[config.mk]
export PLATFORM = sky130hd
export DESIGN_NAME = dca_front_flat
export DESIGN_NICKNAME = d
export VERILOG_FILES = /design/src/rtl/core/dca_pkg.sv /design/src/rtl/core/dca_in_if.sv /design/src/rtl/core/dca_front.sv /design/src/flat_wrapper.sv
export SDC_FILE = /design/constraint.sdc
export NUM_CORES = 1
export LEC_CHECK = 0
export BUFFER_PORTS_ARGS = -buffer_cell sky130_fd_sc_hd__buf_2
export CAP_MARGIN = 20
export CORE_UTILIZATION = 52
export DETAILED_ROUTE_END_ITERATION = 7
export HOLD_SLACK_MARGIN = 0.12
export PLACE_DENSITY = 0.87
export SETUP_SLACK_MARGIN = 0.15
export SLEW_MARGIN = 0
export SYNTH_ARGS = -nofsm -noshare
export SYNTH_HDL_FRONTEND = slang
export SYNTH_SLANG_ARGS = --single-unit
export TNS_END_PERCENT = 50
[constraint.sdc]
create_clock -name clk -period 4.08 [get_ports clk]
set_input_delay 0.204 -clock clk [delete_from_list [all_inputs] [get_ports clk]]
set_output_delay 0.204 -clock clk [all_outputs]
set_load 0.01 [all_outputs]
[src/rtl/core/dca_pkg.sv]
// Shared constants and types of the DTW cost accumulator.
package dca_pkg;

	localparam int CostW      = 32;
	localparam int LocalW     = 24;
	localparam int CountW     = 11;
	localparam int IdxW       = 10;
	localparam int RowLimit   = 1024;
	localparam int DefMaxCols = 1024;
	localparam int QueueDepth = 2;
	localparam int DataW      = 32;
	localparam int AddrW      = 3;

	localparam logic [CostW-1:0] CostInf = {CostW{1'b1}};

	// register map, selected by paddr[2]
	typedef enum logic {
		REG_ROW_COUNT = 1'b0,
		REG_COL_COUNT = 1'b1
	} reg_idx_t;

	// one classified cell handed from front to back
	typedef struct packed {
		logic [LocalW-1:0] local_cost;
		logic [IdxW-1:0]   col;
		logic              row_start;
		logic              first_row;
		logic              last_cell;
	} cell_t;

endpackage

[src/rtl/core/dca_in_if.sv]
// Input channel: one local distance per word.
interface dca_in_if;
	logic                         valid;
	logic                         ready;
	logic [dca_pkg::LocalW-1:0]   local_cost;

	modport source (output valid, output local_cost, input ready);
	modport sink   (input valid, input local_cost, output ready);
endinterface

[src/rtl/core/dca_front.sv]
// Front end: config registers, cell position counters, cell classification.
module dca_front #(
	parameter int MAX_COLS = dca_pkg::DefMaxCols
) (
	input  logic                        clk,
	input  logic                        arst_n,
	dca_in_if.sink                      cell_in,
	input  logic                        psel,
	input  logic                        penable,
	input  logic                        pwrite,
	input  logic [dca_pkg::AddrW-1:0]   paddr,
	input  logic [dca_pkg::DataW-1:0]   pwdata,
	output logic [dca_pkg::DataW-1:0]   prdata,
	input  logic                        q_full,
	output logic                        push,
	output dca_pkg::cell_t              push_cell
);
	import dca_pkg::*;

	localparam logic [CountW-1:0] RowLim = CountW'(RowLimit);
	localparam logic [CountW-1:0] ColLim = CountW'((MAX_COLS < RowLimit) ? MAX_COLS : RowLimit);

	logic [IdxW-1:0]   row_last_q, col_last_q;
	logic [IdxW-1:0]   row_q, col_q;
	logic              cfg_wr;
	logic              row_end, col_end;
	logic [CountW-1:0] wr_val;
	logic [IdxW-1:0]   row_wr_last, col_wr_last;
	reg_idx_t          sel;

	assign cfg_wr  = psel && penable && pwrite;
	assign sel     = reg_idx_t'(paddr[2]);
	assign wr_val  = pwdata[CountW-1:0];

	// count of zero reads as one; above the limit reads as the limit
	always_comb begin
		row_wr_last = '0;
		col_wr_last = '0;
		if (wr_val == '0) begin
			row_wr_last = '0;
			col_wr_last = '0;
		end else begin
			row_wr_last = (wr_val > RowLim) ? IdxW'(RowLim - 1'b1) : IdxW'(wr_val - 1'b1);
			col_wr_last = (wr_val > ColLim) ? IdxW'(ColLim - 1'b1) : IdxW'(wr_val - 1'b1);
		end
	end

	always_comb begin
		prdata = '0;
		unique case (sel)
			REG_ROW_COUNT: prdata = DataW'({1'b0, row_last_q} + CountW'(1));
			REG_COL_COUNT: prdata = DataW'({1'b0, col_last_q} + CountW'(1));
			default:       prdata = '0;
		endcase
	end

	assign cell_in.ready = !q_full;
	assign push          = cell_in.valid && !q_full;
	assign row_end       = (row_q == row_last_q);
	assign col_end       = (col_q == col_last_q);

	always_comb begin
		push_cell.local_cost = cell_in.local_cost;
		push_cell.col        = col_q;
		push_cell.row_start  = (col_q == '0);
		push_cell.first_row  = (row_q == '0);
		push_cell.last_cell  = row_end && col_end;
	end

	always_ff @(posedge clk or negedge arst_n) begin
		if (!arst_n) begin
			row_last_q <= '0;
			col_last_q <= '0;
			row_q      <= '0;
			col_q      <= '0;
		end else if (cfg_wr) begin
			// any register write restarts the matrix
			unique case (sel)
				REG_ROW_COUNT: row_last_q <= row_wr_last;
				REG_COL_COUNT: col_last_q <= col_wr_last;
				default: ;
			endcase
			row_q <= '0;
			col_q <= '0;
		end else if (push) begin
			if (col_end) begin
				col_q <= '0;
				row_q <= row_end ? '0 : row_q + 1'b1;
			end else begin
				col_q <= col_q + 1'b1;
			end
		end
	end

	a_restart_after_last: assert property (@(posedge clk) disable iff (!arst_n)
		push && push_cell.last_cell |=> row_q == '0 && col_q == '0)
		else $error("position not restarted after final cell");

endmodule

[src/flat_wrapper.sv]
// flat-port wrapper written by rule: the top's interface ports become plain ports
module dca_front_flat import dca_pkg::*;
#(
	parameter int MAX_COLS = dca_pkg::DefMaxCols
)
  (clk, arst_n, psel, penable, pwrite, paddr, pwdata, prdata, q_full, push, push_cell, cell_in_valid, cell_in_local_cost, cell_in_ready);
  dca_in_if cell_in_i ();
  input  logic clk;
  input  logic arst_n;
  input  logic psel;
  input  logic penable;
  input  logic pwrite;
  input  logic [dca_pkg::AddrW-1:0] paddr;
  input  logic [dca_pkg::DataW-1:0] pwdata;
  output logic [dca_pkg::DataW-1:0] prdata;
  input  logic q_full;
  output logic push;
  output dca_pkg::cell_t push_cell;
  input wire logic [$bits(cell_in_i.valid)-1:0] cell_in_valid;
  input wire logic [$bits(cell_in_i.local_cost)-1:0] cell_in_local_cost;
  output wire logic [$bits(cell_in_i.ready)-1:0] cell_in_ready;
  assign cell_in_i.valid = cell_in_valid;
  assign cell_in_i.local_cost = cell_in_local_cost;
  assign cell_in_ready = cell_in_i.ready;
  dca_front #(.MAX_COLS(MAX_COLS)) u_core (.clk(clk), .arst_n(arst_n), .cell_in(cell_in_i), .psel(psel), .penable(penable), .pwrite(pwrite), .paddr(paddr), .pwdata(pwdata), .prdata(prdata), .q_full(q_full), .push(push), .push_cell(push_cell));
endmodule
### After elaboration in Yosys (flattened, before gate mapping)

Index checks and enable logic that the tools add are counted.

* bits in registers: 40
* input bits: 66
* logic and storage cells: 36

* add/sub/neg operators: 5
* $lt $le $gt $ge: 1
* equality and inequality tests: 2
* multiplexer cells: 10
* bitwise operators: 1
* reduce and logical (&&, ||, !) cells: 13

Operators by type and width (count)
* 10-bit two-way mux: 9
* 32-bit one-hot mux with 2 select lines: 1
* 10-bit by 1-bit adder with 11-bit output (second input constant): 2
* 10-bit by 1-bit adder with 10-bit output (second input constant): 2
* 10-bit equality test: 2
* 10-bit zero test: 2
* 11-bit greater-than comparator (second input constant): 1
* 11-bit zero test: 1
* 10-bit by 1-bit subtractor with 10-bit output (second input constant): 1
* 2-bit AND reduction: 3
* 1-bit logical AND: 4
* 2-bit nonzero test: 2
* 1-bit zero test: 1
* 1-bit inverter: 1

### Depth between registers and ports, before layout

* depth in word-level cells: 5
* gate-level depth with buffers: 10
* depth with buffers taken out: 7

### Least setup slack after synthesis

OpenSTA, ideal clock, no wires.

* kind: in2out
* start point: input port paddr[2] in the netlist's numbering
* end point: output port prdata[8] in the netlist's numbering
* arrival: 2.089 ns
* data required time: 3.876 ns
* slack: 1.787 ns
* cell stages on the path: 10
* cell sequence: buf_2 > buf_2 > buf_1 > mux2i_1 > inv_1 > ha_1 > o21ai_0 > nor2_1 > nand2_1 > xor2_1

* cells in the longest elaborated chain, start to end: 2

RTL lines
* start: declaration: line flat_wrapper.sv:13 `input logic [dca_pkg::AddrW-1:0] paddr;`
* 1-bit inverter
* 32-bit one-hot mux with 2 select lines *: line dca_front.sv:50 `unique case (sel)`
* end: declaration: line flat_wrapper.sv:15 `output logic [dca_pkg::DataW-1:0] prdata;`

Every way passes the cells marked *; elsewhere a longest branch is shown, timed or not. The select of a mux whose other input is x is not followed.

### Worst setup path in the final report

* start point: register u_core.col_q[5]
* end point: register u_core.row_q[9]

* cells in the longest elaborated chain, start to end: 3

RTL lines
* start: declaration: line dca_front.sv:24 `logic [IdxW-1:0] row_q, col_q;`
* start signal: assignment: line dca_front.sv:90 `col_q <= col_q + 1'b1;`
* 10-bit equality test: line dca_front.sv:60 `assign col_end = (col_q == col_last_q);`
* 2-bit nonzero test (no source line)
* 2-bit AND reduction (no source line)
* end signal: assignment: line dca_front.sv:88 `row_q <= row_end ? '0 : row_q + 1'b1;`
* end: declaration: line dca_front.sv:24

No other way between the ends.
A chain may end at the register's enable or synchronous reset.

==> metrics.json <==
{
  "run_status": {"value": "finished clean"},
  "async_set_or_reset_flop_fraction_in_the_synthesized_netlist": {"value": 1.00},
  "setup.worst_path.start_class": {"value": "flip-flop"},
  "count_of_distinct_cell_types_in_the_synthesized_netlist": {"value": 49},
  "worstPathMaxFanout": {"value": 9},
  "layout.cells.most_common": {"value": "buf_2"},
  "synthXorXnorAreaFrac": {"value": 0.106},
  "slew-limit-headroom": {"value": 0.413},
  "synth.top_cell.area_share": {"value": 0.328},
  "synth_area_leader_cell": {"value": "dfrtp_1"},
  "cp_data_arrival_time": {"value": 2.40, "unit": "ns"},
  "floorplan.die_area": {"value": 0.00619, "unit": "mm^2"},
  "synth-seq-cells": {"value": 40},
  "grt_pass1_vias": {"value": 2108},
  "skew": {"value": 0.00420, "unit": "ns"},
  "drt_iter0_markers": {"value": 166},
  "cts-buffers-inserted": {"value": 5},
  "finalSetupViolCount": {"value": 0},
  "synthCells": {"value": 362},
  "cp_data_required_time": {"value": 4.27, "unit": "ns"},
  "synth_area_per_cell": {"value": 8.44, "unit": "um^2"},
  "grt_max_degree": {"value": 41},
  "drcViolationCount": {"value": 0},
  "clock_tree.root_cell": {"value": "clkbuf_8"},
  "grt_antenna_before_repair": {"value": 0},
  "insertedDiodeCount": {"value": 0},
  "drive_gt1_frac": {"value": 0.162},
  "worst_slew_pin_slew": {"value": 0.881, "unit": "ns"},
  "rsz_0062_raised_after_global_routing": {"value": "false"},
  "avgViaCountPerCell": {"value": 5.52},
  "hold_path_startpoint": {"value": "pwdata[0]"},
  "timing.fmax": {"value": 452, "unit": "MHz"},
  "wl_per_cell": {"value": 13.8, "unit": "um"},
  "final_cycle_share": {"value": 0.542},
  "pwr_density_cell": {"value": 360, "unit": "mW/mm^2"},
  "postRouteAntennaNets": {"value": 0},
  "ir_drop": {"value": 0.000161, "unit": "V"},
  "critPathKind": {"value": "flip-flop to flip-flop"},
  "finalHoldViolCount": {"value": 0},
  "grt_first_pass_wirelength": {"value": 10200, "unit": "um"},
  "power.leakage": {"value": 1.48, "unit": "nW"},
  "floorplan.die.width": {"value": 78.7, "unit": "um"},
  "hpwlAfterDp": {"value": 4670, "unit": "um"},
  "dieHeight": {"value": 78.7, "unit": "um"},
  "synth.yosys.seq_area_share": {"value": 0.328},
  "synth-edff-count": {"value": 0},
  "floorplan.initialDensity": {"value": 0.548},
  "layout.cells.most_common_list": {"value": "44 x buf_2, 40 x dfrtp_1, 36 x nand2_1"},
  "num-nets-final": {"value": 447},
  "worstSetupEndpointType": {"value": "flip-flop"},
  "io_pins": {"value": 137},
  "period_needed": {"value": 2.21, "unit": "ns"},
  "slew_viol_final": {"value": 0},
  "rows": {"value": 27},
  "insertion_delay": {"value": 0.30, "unit": "ns"},
  "post_cts_buffers": {"value": 0},
  "core_region_area": {"value": 0.00557, "unit": "mm^2"},
  "worst_hold_slack": {"value": 0.246, "unit": "ns"},
  "timing.critical_path.from": {"value": "u_core.col_q[5]$_DFFE_PN0P_"},
  "dpl_worst_slack": {"value": 1.90, "unit": "ns"},
  "cts_num_sinks": {"value": 40},
  "place.port_buffers": {"value": 44},
  "tritoncts": {"value": "done"},
  "ys_top_cells_by_area": {"value": "dfrtp_1 33%, buf_4 11%, xnor2_1 7.7%, nand2_1 4.4%, o21ai_0 4.4%"},
  "synthToLayoutAreaGrowth": {"value": 2.95, "unit": "%"},
  "filler_free_cell_count_of_the_finished_design": {"value": 448},
  "synth-compound-area-share": {"value": 0.161},
  "synth_mux_area_frac": {"value": 0.0270},
  "dominant_combinational_cell_family_by_area_after_synthesis": {"value": "simple AND/OR/NAND/NOR gates"},
  "htree_levels": {"value": 2},
  "synth-main-ff-cell": {"value": "dfrtp_1"},
  "clkTransAtPathRegs": {"value": 0.08, "unit": "ns"},
  "dp.cells": {"value": 439},
  "routed-via-count": {"value": 2471},
  "route.final.wire_length": {"value": 6170, "unit": "um"},
  "synthSimpleGateAreaFrac": {"value": 0.207},
  "synth_adder_area_share": {"value": 0.0246},
  "tns": {"value": 0, "unit": "ns"},
  "cts_max_path_buffers": {"value": 2},
  "worst_slack": {"value": 1.87, "unit": "ns"},
  "groute.usage.overall": {"value": 0.211},
  "place.gp.congestion": {"value": 0.839},
  "drt_pass1_iterations": {"value": 4},
  "ys_warn_count": {"value": 0},
  "timing.hold.worst.class": {"value": "input pin to flip-flop"},
  "drv_cap": {"value": 0},
  "reg2reg_from": {"value": "u_core.col_q[5]$_DFFE_PN0P_"},
  "grt_total_ovfl": {"value": 0},
  "syn_area": {"value": 0.00306, "unit": "mm^2"}
}
[Yosys cell counts, types with 6 or more instances]
library cell / instances
buf_4: 45
inv_1: 12
dfrtp_1: 40
o22ai_1: 7
a21oi_1: 14
xnor2_1: 27
mux2i_1: 6
o21ai_0: 27
nor2_1: 24
and3_1: 7
xor2_1: 10
nor2b_1: 10
nor3_1: 10
nand3_1: 11
clkbuf_1: 7
nand2_1: 36
a22o_1: 7
ha_1: 6
[final cells by class]
type | count | area [um^2]
Fill cell | 517 | 2430
Multi-Input combinational cell | 271 | 1690
Sequential cell | 40 | 1000
Timing Repair Buffer | 45 | 230
Tap cell | 72 | 90.1
Clock buffer | 5 | 68.8
Inverter | 12 | 45.0
Clock inverter | 3 | 23.8
[power by group]
part	leakage, nW	internal [mW]	switching (mW)
logic	0.921	0.153	0.185
registers	0.515	0.448	0.0798
clock network	0.0404	0.121	0.147
[registers in the layout, summed over array words and instances, names as in the netlist]
signal and count:
u_core.row_last_q 10, u_core.row_q 10, u_core.col_last_q 10, u_core.col_q 10
[kinds of logic (layout without fill, tap and decap cells)]
kind of cell / after synthesis / in the layout
AO/OA/AOI/OAI: 74 / 74
XOR/XNOR: 37 / 37
adder cells (fa/ha/maj): 6 / 6
buffers and inverters: 71 / 65
flip-flops: 40 / 40
multiplexers: 8 / 8
other: 1 / 21
AND/OR/NAND/NOR: 125 / 125
[layer usage]
metal	vias up	track usage	part of all wire
met1	1143	0.288	0.44
met5	-	0	0
met4	0	0.0611	0.014
met2	97	0.345	0.48
li1	1222	-	-
met3	9	0.0314	0.064
[worst paths after layout]
path,to,slack [ns],cells past startpoint
worst max-delay path,u_core.row_q[9]$_DFFE_PN0P_,1.87,5
worst min-delay path,u_core.col_last_q[0]$_DFFE_PN0P_,0.25,3
worst max register to register,u_core.row_q[9]$_DFFE_PN0P_,1.87,5
worst min register to register,u_core.row_last_q[1]$_DFFE_PN0P_,0.55,2
max in group asynchronous,u_core.col_last_q[0]$_DFFE_PN0P_,2.97,2
min in group asynchronous,u_core.row_q[7]$_DFFE_PN0P_,0.56,2
[worst max-delay path, cell delays in order (launching register included)]
cell and delay, ns:
dfrtp_1 0.47, xnor2_1 0.17, nand4_1 0.18, nor4_2 0.74, nor2_1 0.13, a221o_2 0.41
[stage by stage]
step / util / total power [mW] / instance area (um^2)
5_1_grt: 0.564 / 1.21 / 3150
4_1_cts: 0.564 / 1.14 / 3150
3_3_place_gp: 0.546 / 0.857 / 3040
6_report: 0.564 / 1.13 / 3150
2_1_floorplan: - / 0.792 / 3130
3_5_place_dp: 0.546 / 0.873 / 3040
[timing repair]
action / in CTS / in global routing
hold buffers: 1 / 0
gates resized for setup: 0 / 0
endpoints found under the hold margin: 40 / 0
setup endpoints to repair: 0 / 0
No activity file was read; power rests on OpenSTA's default activity.
