==> src/rtl/core/dca_pkg.sv <==
// Shared constants and types of the DTW cost accumulator.
package dca_pkg;

	localparam int CostW      = 32;
	localparam int LocalW     = 24;
	localparam int CountW     = 11;
	localparam int IdxW       = 10;
	localparam int RowLimit   = 1024;
	localparam int DefMaxCols = 1024;
	localparam int QueueDepth = 2;
	localparam int DataW      = 32;
	localparam int AddrW      = 3;

	localparam logic [CostW-1:0] CostInf = {CostW{1'b1}};

	// register map, selected by paddr[2]
	typedef enum logic {
		REG_ROW_COUNT = 1'b0,
		REG_COL_COUNT = 1'b1
	} reg_idx_t;

	// one classified cell handed from front to back
	typedef struct packed {
		logic [LocalW-1:0] local_cost;
		logic [IdxW-1:0]   col;
		logic              row_start;
		logic              first_row;
		logic              last_cell;
	} cell_t;

endpackage

==> src/rtl/core/dca_queue.sv <==
// Short queue of classified cells between front and back.
module dca_queue (
	input  logic            clk,
	input  logic            arst_n,
	input  logic            push,
	input  dca_pkg::cell_t  push_cell,
	output logic            full,
	input  logic            pop,
	output logic            head_valid,
	output dca_pkg::cell_t  head_cell
);
	import dca_pkg::*;

	localparam int PtrW = (QueueDepth > 1) ? $clog2(QueueDepth) : 1;
	localparam int CntW = $clog2(QueueDepth + 1);

	cell_t           entry_q [QueueDepth];
	logic [PtrW-1:0] wr_ptr_q, rd_ptr_q;
	logic [CntW-1:0] count_q;

	function automatic logic [PtrW-1:0] ptr_next(input logic [PtrW-1:0] p);
		return (p == PtrW'(QueueDepth - 1)) ? '0 : p + 1'b1;
	endfunction

	assign full       = (count_q == CntW'(QueueDepth));
	assign head_valid = (count_q != '0);
	assign head_cell  = entry_q[rd_ptr_q];

	always_ff @(posedge clk) begin
		if (push) begin
			entry_q[wr_ptr_q] <= push_cell;
		end
	end

	always_ff @(posedge clk or negedge arst_n) begin
		if (!arst_n) begin
			wr_ptr_q <= '0;
			rd_ptr_q <= '0;
			count_q  <= '0;
		end else begin
			if (push) wr_ptr_q <= ptr_next(wr_ptr_q);
			if (pop)  rd_ptr_q <= ptr_next(rd_ptr_q);
			if (push && !pop)      count_q <= count_q + 1'b1;
			else if (pop && !push) count_q <= count_q - 1'b1;
		end
	end

	a_no_overfill: assert property (@(posedge clk) disable iff (!arst_n)
		count_q <= CntW'(QueueDepth))
		else $error("queue holds more than its depth");

	a_no_empty_pop: assert property (@(posedge clk) disable iff (!arst_n)
		pop |-> count_q != '0)
		else $error("pop from empty queue");

endmodule

==> config.mk <==
export PLATFORM = sky130hd
export DESIGN_NAME = dca_queue
export DESIGN_NICKNAME = d
export VERILOG_FILES = /design/src/rtl/core/dca_pkg.sv /design/src/rtl/core/dca_queue.sv
export SDC_FILE = /design/constraint.sdc
export NUM_CORES = 1
export LEC_CHECK = 0
export ABC_AREA = 1
export BUFFER_PORTS_ARGS = -buffer_cell sky130_fd_sc_hd__buf_2
export CORE_MARGIN = 2
export CORE_UTILIZATION = 38
export DETAILED_ROUTE_END_ITERATION = 8
export PLACE_DENSITY_LB_ADDON = 0.25
export SLEW_MARGIN = 20
export SYNTH_ARGS = -nofsm -noshare
export SYNTH_HDL_FRONTEND = slang
export SYNTH_SLANG_ARGS = --single-unit
==> constraint.sdc <==
create_clock -name clk -period 4.3 [get_ports clk]
set_input_delay 0.215 -clock clk [delete_from_list [all_inputs] [get_ports clk]]
set_output_delay 0.215 -clock clk [all_outputs]
set_load 0.05 [all_outputs]
### After elaboration in Yosys (flattened, before gate mapping)

Memories as Yosys holds them, arrays and structs flattened.
Index checks and enable logic that the tools add are counted.

* input port bits: 41
* RAM bits: 74
* memories: 1
* register bits: 4

* $add $sub $neg: 4
* muxes and demuxes: 6
* reductions and logical operators: 6
* eq/ne operators: 1

Memory list
* entry_q: words 2, width 37, read ports 1, clocked after Yosys merged registers in 0, wr ports 1, line dca_queue.sv:17 `cell_t entry_q [QueueDepth];`

Operators with widths (number)
* 1-bit 2-to-1 mux: 4
* 2-bit 2-to-1 mux: 2
* 2-bit nonzero test: 2
* 1-bit adder, second input constant: 2
* 2-bit by 1-bit adder with 2-bit output, second input constant: 1
* 2-bit equality test, second input constant: 1
* 1-bit logical AND: 2
* 1-bit logical NOT: 2
* 2-bit by 1-bit subtractor with 2-bit output, second input constant: 1

### Longest topological paths before layout

Gate-level depths: netlist (run 1).

* depth in word-level cells: 4
* gate-level depth with buffers: 7

### Worst setup path after synthesis (run 1)

Ideal clock, no wire load.

* path kind: reg-to-reg
* start point: register wr_ptr_q
* end point: memory entry_q[0][0] (netlist name) (enable)
* stages on the path, launching flop included: 2
* period minus slack after synthesis: 2.403 ns
* library setup time: 0.432 ns
* path slack: 1.897 ns
* arrival: 1.971 ns
* cells stage by stage: dfrtp_1 nor2_1

RTL lines
* start: declaration: line dca_queue.sv:18 `logic [PtrW-1:0] wr_ptr_q, rd_ptr_q;`
* start signal: assignment: line dca_queue.sv:41 `if (push) wr_ptr_q <= ptr_next(wr_ptr_q);`
* end: declaration: line dca_queue.sv:17

No word-level cell before the write port.

==> flow_metrics.py, run 1 <==
metrics = {
    "routing": {
        "drtAntennaViolNets": 0,
        "first_pass_iters": 4,
        "drc": 0,
        "vias": 1478,
        "wl_per_cell_um": 13.86,
        "routed_wl_um": 4658,
        "vias_per_cell": 4.399,
        "dr.first_iter.drc_count": 59,
    },
    "logic_synthesis": {
        "ys_seq_area_share_pct": 78.48,
        "yosysMostFrequentCell": "edfxtp_1",
        "synth_commonest_cells": "edfxtp_1, mux2_4, mux2_2",
        "syn_area_sq_um": 2959,
        "synth.distinct_cells": 14,
        "syn_inst": 140,
        "ys_warn_count": 0,
        "synth_edf_count": 74,
        "async_flop_share_pct": 5.128,
        "avgSynthCellArea_sq_um": 21.14,
        "yosysTopAreaCell": "edfxtp_1",
        "synth_top_area_share_pct": 75.10,
        "ys_top_cells_by_area": "edfxtp_1, mux2_4, mux2_2, dfrtp_1, buf_6",
        "ys.flop_type": "edfxtp_1",
        "synth_seq_cells": 78,
        "synth_nets": 182,
    },
    "cells_and_area": {
        "instances_no_fill": 336,
        "area_growth_pct": 25.20,
        "final_nets": 271,
        "drive_gt1_share_pct": 56.84,
        "insertedDiodeCount": 0,
    },
    "pwr": {
        "switching_power_uw": 1121,
        "p_clk_share_pct": 20.1,
        "swShare_pct": 39.81,
        "leakage_uw": 0.001488,
        "fin_total_pwr_uw": 2816,
        "ir_drop_v": 0.0004810,
        "combPwrFrac_pct": 39.5,
        "internal_power_uw": 1695,
        "power.density_nw_per_um2": 760.1,
        "power_frac_seq_pct": 40.4,
    },
    "critical_path": {
        "rr_endpoint": "entry_q[0][18]",
        "cp.arrival_ps": 1820,
        "critPathMaxFanout": 38,
        "end_kind": "output pin",
        "r2r_slack_ps": 2830,
        "crit_type": "reg -> out",
        "startpoint_type": "flop",
        "reg2reg_depth": 2,
        "worstReg2RegStart": "wr_ptr_q",
        "worstPathRequired_ps": 4090,
    },
    "timing": {
        "hold_viol": 0,
        "rsz0062_at_grt": "false",
        "worst_pin_slew_ps": 626.2,
        "finalSetupTns_ps": 0,
        "relSlewSlack_pct": 58.26,
        "finalSetupViolations": 0,
        "fin_crit_ps": 2039,
        "finClkSkew_ps": 4.214,
        "fmax_ghz": 0.4906,
        "min_period_over_period_pct": 47.41,
        "slew_viol_final": 0,
    },
    "grt": {
        "grt_max_degree": 39,
        "grtUsageTotal_pct": 11.62,
        "grt_pass1_vias": 1446,
        "grt_overflow_total": 0,
        "grt_first_pass_wirelength_um": 6996,
        "antenna_found_initial": 0,
    },
    "hold_path": {
        "whs_path_depth": 2,
        "holdPathEnd": "rd_ptr_q",
        "min_from": "pop",
        "min_path_type": "in -> reg",
    },
    "floorplan": {
        "coreArea_sq_um": 7647,
        "start_util_pct": 38.69,
        "die-area_sq_um": 8509,
        "dieHeight_um": 92.25,
        "rows": 32,
        "die_w_um": 92.25,
        "ios": 80,
    },
    "clock_network": {
        "cts_tree": "built",
        "insertion_delay_ps": 350,
        "cts_repair_resize_count": 0,
        "cts.clk_slew.worst_paths_ps": 70,
        "cts-htree-levels": 3,
        "numCtsBuffers": 9,
        "cts_sinks": 78,
        "clk_path_buf_depth": 2,
        "cts_root_buf": "clkbuf_8",
    },
    "place": {
        "dp_cells": 319,
        "post-dp-hpwl_um": 2946,
        "port_buffers": 79,
        "routabilityCongestion": 0.6296,
    },
    "flow_run": {
        "cap_violations": 0,
    },
    "status": {
        "outcome": "finished clean",
    },
}
[stage by stage]
stage / utilization [%] / hold slack, ps / cell area [sq um] / worst slack (ps)
2_1_floorplan: - / -80.59 / 2959 / 1897
3_3_place_gp: 45.24 / 33.82 / 3460 / 2315
3_5_place_dp: 45.60 / 28.88 / 3487 / 2316
4_1_cts: 48.41 / 32.00 / 3702 / 1922
5_1_grt: 48.45 / 32.20 / 3705 / 2158
6_report: 48.45 / 51.81 / 3705 / 2262
[critical path, cell delays in order, from the launching register on]
cell     delay (ps)
dfrtp_4         830
mux2_2          420
buf_2           210
[flip-flops by register name, indices dropped and copies added (netlist names)]
signal    flops
entry_q      74
wr_ptr_q      1
rd_ptr_q      1
count_q       2
[cell type report]
cell class | count | area [sq um]
timing repair buffer | 82 | 440.4
sequential | 78 | 2326
clock inverter | 5 | 73.82
tap | 102 | 127.6
inverter | 7 | 26.28
fill | 664 | 3943
clock buffer | 11 | 131.4
multi-input combinational | 51 | 579.3
[cells in the final DEF, fill, tap and decap left out, types with 2 or more instances in the layout]
cell,synthesis,final
buf_2,1,79
bufinv_16,0,2
clkbuf_1,0,2
clkbuf_8,0,9
clkinv_2,0,2
dfrtp_1,4,3
edfxtp_1,74,74
inv_1,7,7
mux2_2,17,17
mux2_4,20,20
nand2_1,6,6
xor2_1,2,2
[power by group through the flow]
stage,clock network [uW],registers [uW],logic [uW]
2_1_floorplan,0,1060,1000
3_3_place_gp,0,1160,1120
5_1_grt,615,1160,1170
6_report,566,1140,1110
3_5_place_dp,0,1160,1140
4_1_cts,587,1140,1140
[per-layer routing]
| metal | global-route usage, % | vias up | part of all wire, % |
|---|---|---|---|
| li1 | - | 709 | - |
| met1 | 12.38 | 717 | 40 |
| met2 | 19.12 | 43 | 52 |
| met3 | 4.684 | 9 | 6.1 |
| met4 | 7.463 | 0 | 2.2 |
| met5 | 0 | - | 0 |
[cells by family (layout without fill, tap and decap cells)]
kind of cell / Yosys count / after routing / share of synthesized area, %
flip-flops: 78 / 78 / 78.48
multiplexers: 37 / 37 / 16.62
buffers and inverters: 11 / 105 / 2.199
AND/OR/NAND/NOR: 10 / 10 / 1.395
XOR/XNOR: 3 / 3 / 0.8881
adder cells (fa/ha/maj): 1 / 1 / 0.4228
[what timing repair did]
item                       CTS  global route
setup buffers                0             0
setup endpoints to repair    0             0
hold buffers                 1             0
hold endpoints to repair     4             0
[worst max-delay path by stage]
stage                        start            end  slack, ps  depth (start not counted)
after floorplan           wr_ptr_q  entry_q[0][0]       1900                          1
after global placement    rd_ptr_q   head_cell[9]       2310                          2
after detailed placement  rd_ptr_q  head_cell[24]       2320                          2
after CTS                 rd_ptr_q  head_cell[24]       1920                          2
after global routing      rd_ptr_q  head_cell[24]       2160                          2
final                     rd_ptr_q  head_cell[24]       2260                          2
Power figures use the tool's default switching activity.
==> inputs of run 2 (changes only) <==
Clock period 4.3 ns to 2 ns, I/O delays scaled along.
==> run 2 against run 1 <==
Against the previous run: final area grew 9.4%; die area unchanged; non-clock buffer count grew 42; clock skew barely moved; via count increased by 12%; largest power group is now combinational logic; register-to-register slack worse by 2000 ps; flip-flop and latch count unchanged.
==> flow_metrics.py, run 2 (synthesis results as in run 1) <==
metrics = {
    "routing": {
        "vias": 1659,
        "dr.first_iter.drc_count": 72,
        "routed_wl_um": 4967,
        "first_pass_iters": 4,
        "vias_per_cell": 4.389,
        "wl_per_cell_um": 13.14,
        "drc": 0,
        "drtAntennaViolNets": 0,
    },
    "place": {
        "place_area_sq_um": 3502,
        "routabilityCongestion": 0.6327,
        "post-dp-hpwl_um": 3056,
        "port_buffers": 79,
        "pre_cts_ws_ps": 659.9,
    },
    "timing": {
        "fmax_ghz": 0.5967,
        "relSlewSlack_pct": 80.07,
        "finClkSkew_ps": 4.567,
        "rsz0062_at_grt": "false",
        "holdWs_ps": 96.14,
        "finalSetupViolations": 0,
        "min_period_over_period_pct": 83.80,
        "hold_viol": 0,
        "slew_viol_final": 0,
        "finalSetupTns_ps": 0,
        "worst_slack_ps": 324.0,
        "fin_crit_ps": 1676,
        "worst_pin_slew_ps": 298.9,
    },
    "hold_path": {
        "min_path_type": "in -> async",
    },
    "pwr": {
        "leakage_uw": 0.001629,
        "power.density_nw_per_um2": 1452,
        "ir_drop_v": 0.001191,
    },
    "cells_and_area": {
        "final_common_cell": "buf_2",
        "drive_gt1_share_pct": 48.19,
        "area_growth_pct": 37.00,
        "final_nets": 313,
        "largest-register": "entry_q",
        "most-common-layout-cells": "buf_2, edfxtp_1, dlygate4sd3_1, mux2_4, mux2_2",
        "post-route-util_pct": 53.01,
        "insertedDiodeCount": 0,
        "largest_reg_flops": 74,
        "top_regs": "entry_q x74, count_q x2",
        "design_area_sq_um": 4054,
    },
    "clock_network": {
        "cts-htree-levels": 3,
        "clk_path_buf_depth": 2,
        "cts_sinks": 78,
        "cts.clk_slew.worst_paths_ps": 70,
        "cts_root_buf": "clkbuf_8",
        "insertion_delay_ps": 330,
        "post_cts_buffers": 0,
        "cts_tree": "built",
        "numCtsBuffers": 9,
    },
    "critical_path": {
        "crit_type": "reg -> out",
        "worstPathRequired_ps": 1900,
        "worstPathCellList": "buf_12, mux2_2, buf_2",
        "cp_num_buf_inv": 2,
        "crit_slowest_cell": "mux2_2",
        "critPathMaxFanout": 38,
        "slowest_delay_ps": 390,
        "startpoint_type": "flop",
        "critPathTopFamily": "buffers and inverters",
        "r2r_slack_ps": 820,
        "cp.arrival_ps": 1580,
        "end_kind": "output pin",
    },
    "grt": {
        "grt_first_pass_wirelength_um": 7576,
        "grtUsageTotal_pct": 12.08,
        "antenna_found_initial": 0,
        "grt_overflow_total": 0,
        "grt_pass1_vias": 1627,
        "grt_max_degree": 39,
    },
    "floorplan": {
        "die_w_um": 92.25,
        "ios": 80,
        "die-area_sq_um": 8509,
        "rows": 32,
        "coreArea_sq_um": 7647,
        "dieHeight_um": 92.25,
        "start_util_pct": 38.69,
    },
    "status": {
        "outcome": "finished clean",
    },
    "flow_run": {
        "cap_violations": 0,
    },
}
[run 2: changes by cell type in the layout (fill, tap and decap cells not counted)]
cell	delta
dlygate4sd3_1	+39
buf_4	+3
clkbuf_1	+3
bufinv_16	-2
buf_12	+1
buf_16	-1
clkinv_1	+1
clkinv_2	-1
dfrtp_2	+1
dfrtp_4	-1
inv_1	-1
[run 2: stage by stage]
stage	std cells	power [uW]
floorplan	140	4436
global placement	322	4943
detailed placement	322	4955
CTS	378	5965
global route	378	6152
finish	378	5885
[run 2: worst paths after layout]
check,start,end,depth (start not counted)
max,rd_ptr_q,head_cell[16],3
min,arst_n,wr_ptr_q,2
max reg2reg,wr_ptr_q,entry_q[0][6],2
min reg2reg,count_q[1],count_q[1],2
max in group asynchronous,arst_n,rd_ptr_q,2
min in group clk,count_q[1],count_q[1],2
[run 2: area by class of cell]
cell class | instances | area (sq um)
Fill cell | 638 | 3593
Sequential cell | 78 | 2323
Clock buffer | 14 | 142.6
Clock inverter | 2 | 8.758
Multi-Input combinational cell | 51 | 579.3
Timing Repair Buffer | 124 | 845.8
Inverter | 7 | 26.28
Tap cell | 102 | 127.6
[run 2: report_power, final]
part	switching (uW)	internal (uW)
logic	1820	851
registers	94.8	2170
clock network	494	448
total	2410	3470
[run 2: timing repair]
action,in CTS,in global routing
hold endpoints to repair,80,0
hold buffers,40,0
gates resized for setup,0,0
[run 2: metal layers]
metal  track usage (%)  part of all wire [%]  vias up
li1                  -                     -      791
met3             3.287                   4.0       11
met2             20.22                    52       51
met5                 0                     0        -
met4             7.463                   2.2        0
met1             13.74                    42      806
==> inputs of run 3 (changes only) <==
Clock period 2 ns to 1.35 ns, I/O delays scaled along.
==> run 3 against run 2 <==
Against the previous run: the flow now finishes with violations (negative setup slack); flip-flop and latch count did not move; hold slack lost 40 ps; critical path depth up 1; routed wire length increased by 8.0%; combinational power up 98%; global-route usage increased by 2.1 points; highest routed layer unchanged.
==> flow_metrics.py, run 3 (synthesis results as in run 1) <==
metrics = {
    "clock_network": {
        "cts.clk_slew.worst_paths_ps": 70,
        "numCtsBuffers": 9,
        "cts_sinks": 78,
        "clk_path_buf_depth": 2,
        "cts-htree-levels": 3,
        "insertion_delay_ps": 340,
        "cts_tree": "built",
        "cts_root_buf": "clkbuf_8",
    },
    "cells_and_area": {
        "drive_gt1_share_pct": 50.53,
        "final_common_cell": "edfxtp_1",
        "final_nets": 319,
        "top_regs": "entry_q x74, count_q x2",
        "multiInputGateArea_sq_um": 615.6,
        "design_area_sq_um": 4507,
        "largest-register": "entry_q",
        "insertedDiodeCount": 0,
        "instances_no_fill": 383,
        "most-common-layout-cells": "edfxtp_1, buf_2, dlygate4sd3_1, mux2_4, buf_6",
        "largest_reg_flops": 74,
        "post-route-util_pct": 58.93,
        "area_growth_pct": 52.30,
        "fill_cells": 586,
        "seq_area_sq_um": 2323,
    },
    "timing": {
        "hold_viol": 0,
        "finalSetupViolations": 37,
        "min_period_over_period_pct": 117.6,
        "worst_pin_slew_ps": 247.8,
        "relSlewSlack_pct": 83.59,
        "slew_viol_final": 0,
        "worst_slack_ps": -238.2,
        "rsz0062_at_grt": "true",
        "finClkSkew_ps": 4.624,
        "fmax_ghz": 0.6297,
        "fin_crit_ps": 1588,
    },
    "critical_path": {
        "endpoint": "head_cell[8]",
        "r2r_slack_ps": 250,
        "crit_type": "reg -> out",
        "cp.arrival_ps": 1520,
        "reg2reg_depth": 3,
        "critPathLaunch": "rd_ptr_q",
        "critPathMaxFanout": 8,
        "worstReg2RegStart": "wr_ptr_q",
        "worstPathRequired_ps": 1280,
        "rr_endpoint": "entry_q[1][26]",
        "startpoint_type": "flop",
        "end_kind": "output pin",
    },
    "pwr": {
        "ir_drop_v": 0.0009425,
        "power.density_nw_per_um2": 2236,
        "leakage_uw": 0.001821,
    },
    "routing": {
        "vias": 1672,
        "first_pass_iters": 4,
        "wl_per_cell_um": 14.01,
        "drtAntennaViolNets": 0,
        "routed_wl_um": 5364,
        "dr.first_iter.drc_count": 58,
        "vias_per_cell": 4.366,
        "drc": 0,
    },
    "floorplan": {
        "die_w_um": 92.25,
        "start_util_pct": 38.69,
        "coreArea_sq_um": 7647,
        "dieHeight_um": 92.25,
        "die-area_sq_um": 8509,
        "rows": 32,
        "ios": 80,
    },
    "grt": {
        "grt_pass1_vias": 1760,
        "grt_max_degree": 23,
        "grt_first_pass_wirelength_um": 8728,
        "antenna_found_initial": 0,
        "grt_overflow_total": 0,
        "grtUsageTotal_pct": 14.19,
    },
    "status": {
        "outcome": "finished, violations left",
        "violations": "negative setup slack",
    },
    "place": {
        "post-dp-hpwl_um": 3165,
        "port_buffers": 79,
        "dp_cells": 324,
        "pre_cts_ws_ps": 70.20,
        "place_area_sq_um": 3586,
        "routabilityCongestion": 0.6859,
    },
    "hold_path": {
        "min_path_type": "in -> async",
    },
    "flow_run": {
        "cap_violations": 0,
    },
}
==> run 3: timing repair <==
action | CTS | global route
gates resized for setup | 92 | 8
endpoints found under the setup margin | 37 | 37
hold endpoints to repair | 80 | 0
gates cloned | 2 | 0
hold buffers | 40 | 0
buffers inserted | 3 | 0
==> run 3: through the flow <==
| stage | hold slack [ps] | setup TNS (ps) | power, uW |
|---|---|---|---|
| finish | 56.02 | -7105 | 10080 |
| global route | 32.66 | -9262 | 10540 |
| CTS | 41.83 | -8482 | 10210 |
| detailed placement | -118.0 | 0 | 7532 |
| global placement | -116.5 | 0 | 7510 |
| floorplan | -228.1 | -3045 | 6583 |
==> run 3: layer usage <==
layer / wire (um) / vias to the layer above / track usage [%]
met3: 233 / 9 / 4.355
li1: - / 809 / -
met1: 2188 / 808 / 16.42
met5: 0 / - / 0
met4: 95 / 0 / 7.463
met2: 2845 / 46 / 23.71
==> run 3: report_power, final <==
part | switching, uW | internal [uW]
clock network | 741 | 654
registers | 158 | 3220
logic | 2970 | 2340
total | 3870 | 6210
==> run 3: area by class of cell <==
cell class                 count  share of cell area [%]
inverter                       7                  0.6663
clock buffer                  13                   3.082
timing repair buffer         130                   27.98
multi-input combinational     51                   13.66
tap                          102                   2.832
sequential                    78                   51.55
clock inverter                 2                  0.2221
==> run 3: critical path: stages, from the launching register on <==
cell and delay, ps:
dfrtp_2 430, buf_6 150, buf_12 150, mux2_4 310, buf_8 150
==> run 3: worst min path at each step <==
stage / from / to / slack [ps]
CTS: arst_n / count_q[1] / 40
floorplan: arst_n / count_q[0] / -230
finish: arst_n / rd_ptr_q / 60
global placement: arst_n / count_q[0] / -120
detailed placement: arst_n / count_q[0] / -120
global route: arst_n / rd_ptr_q / 30
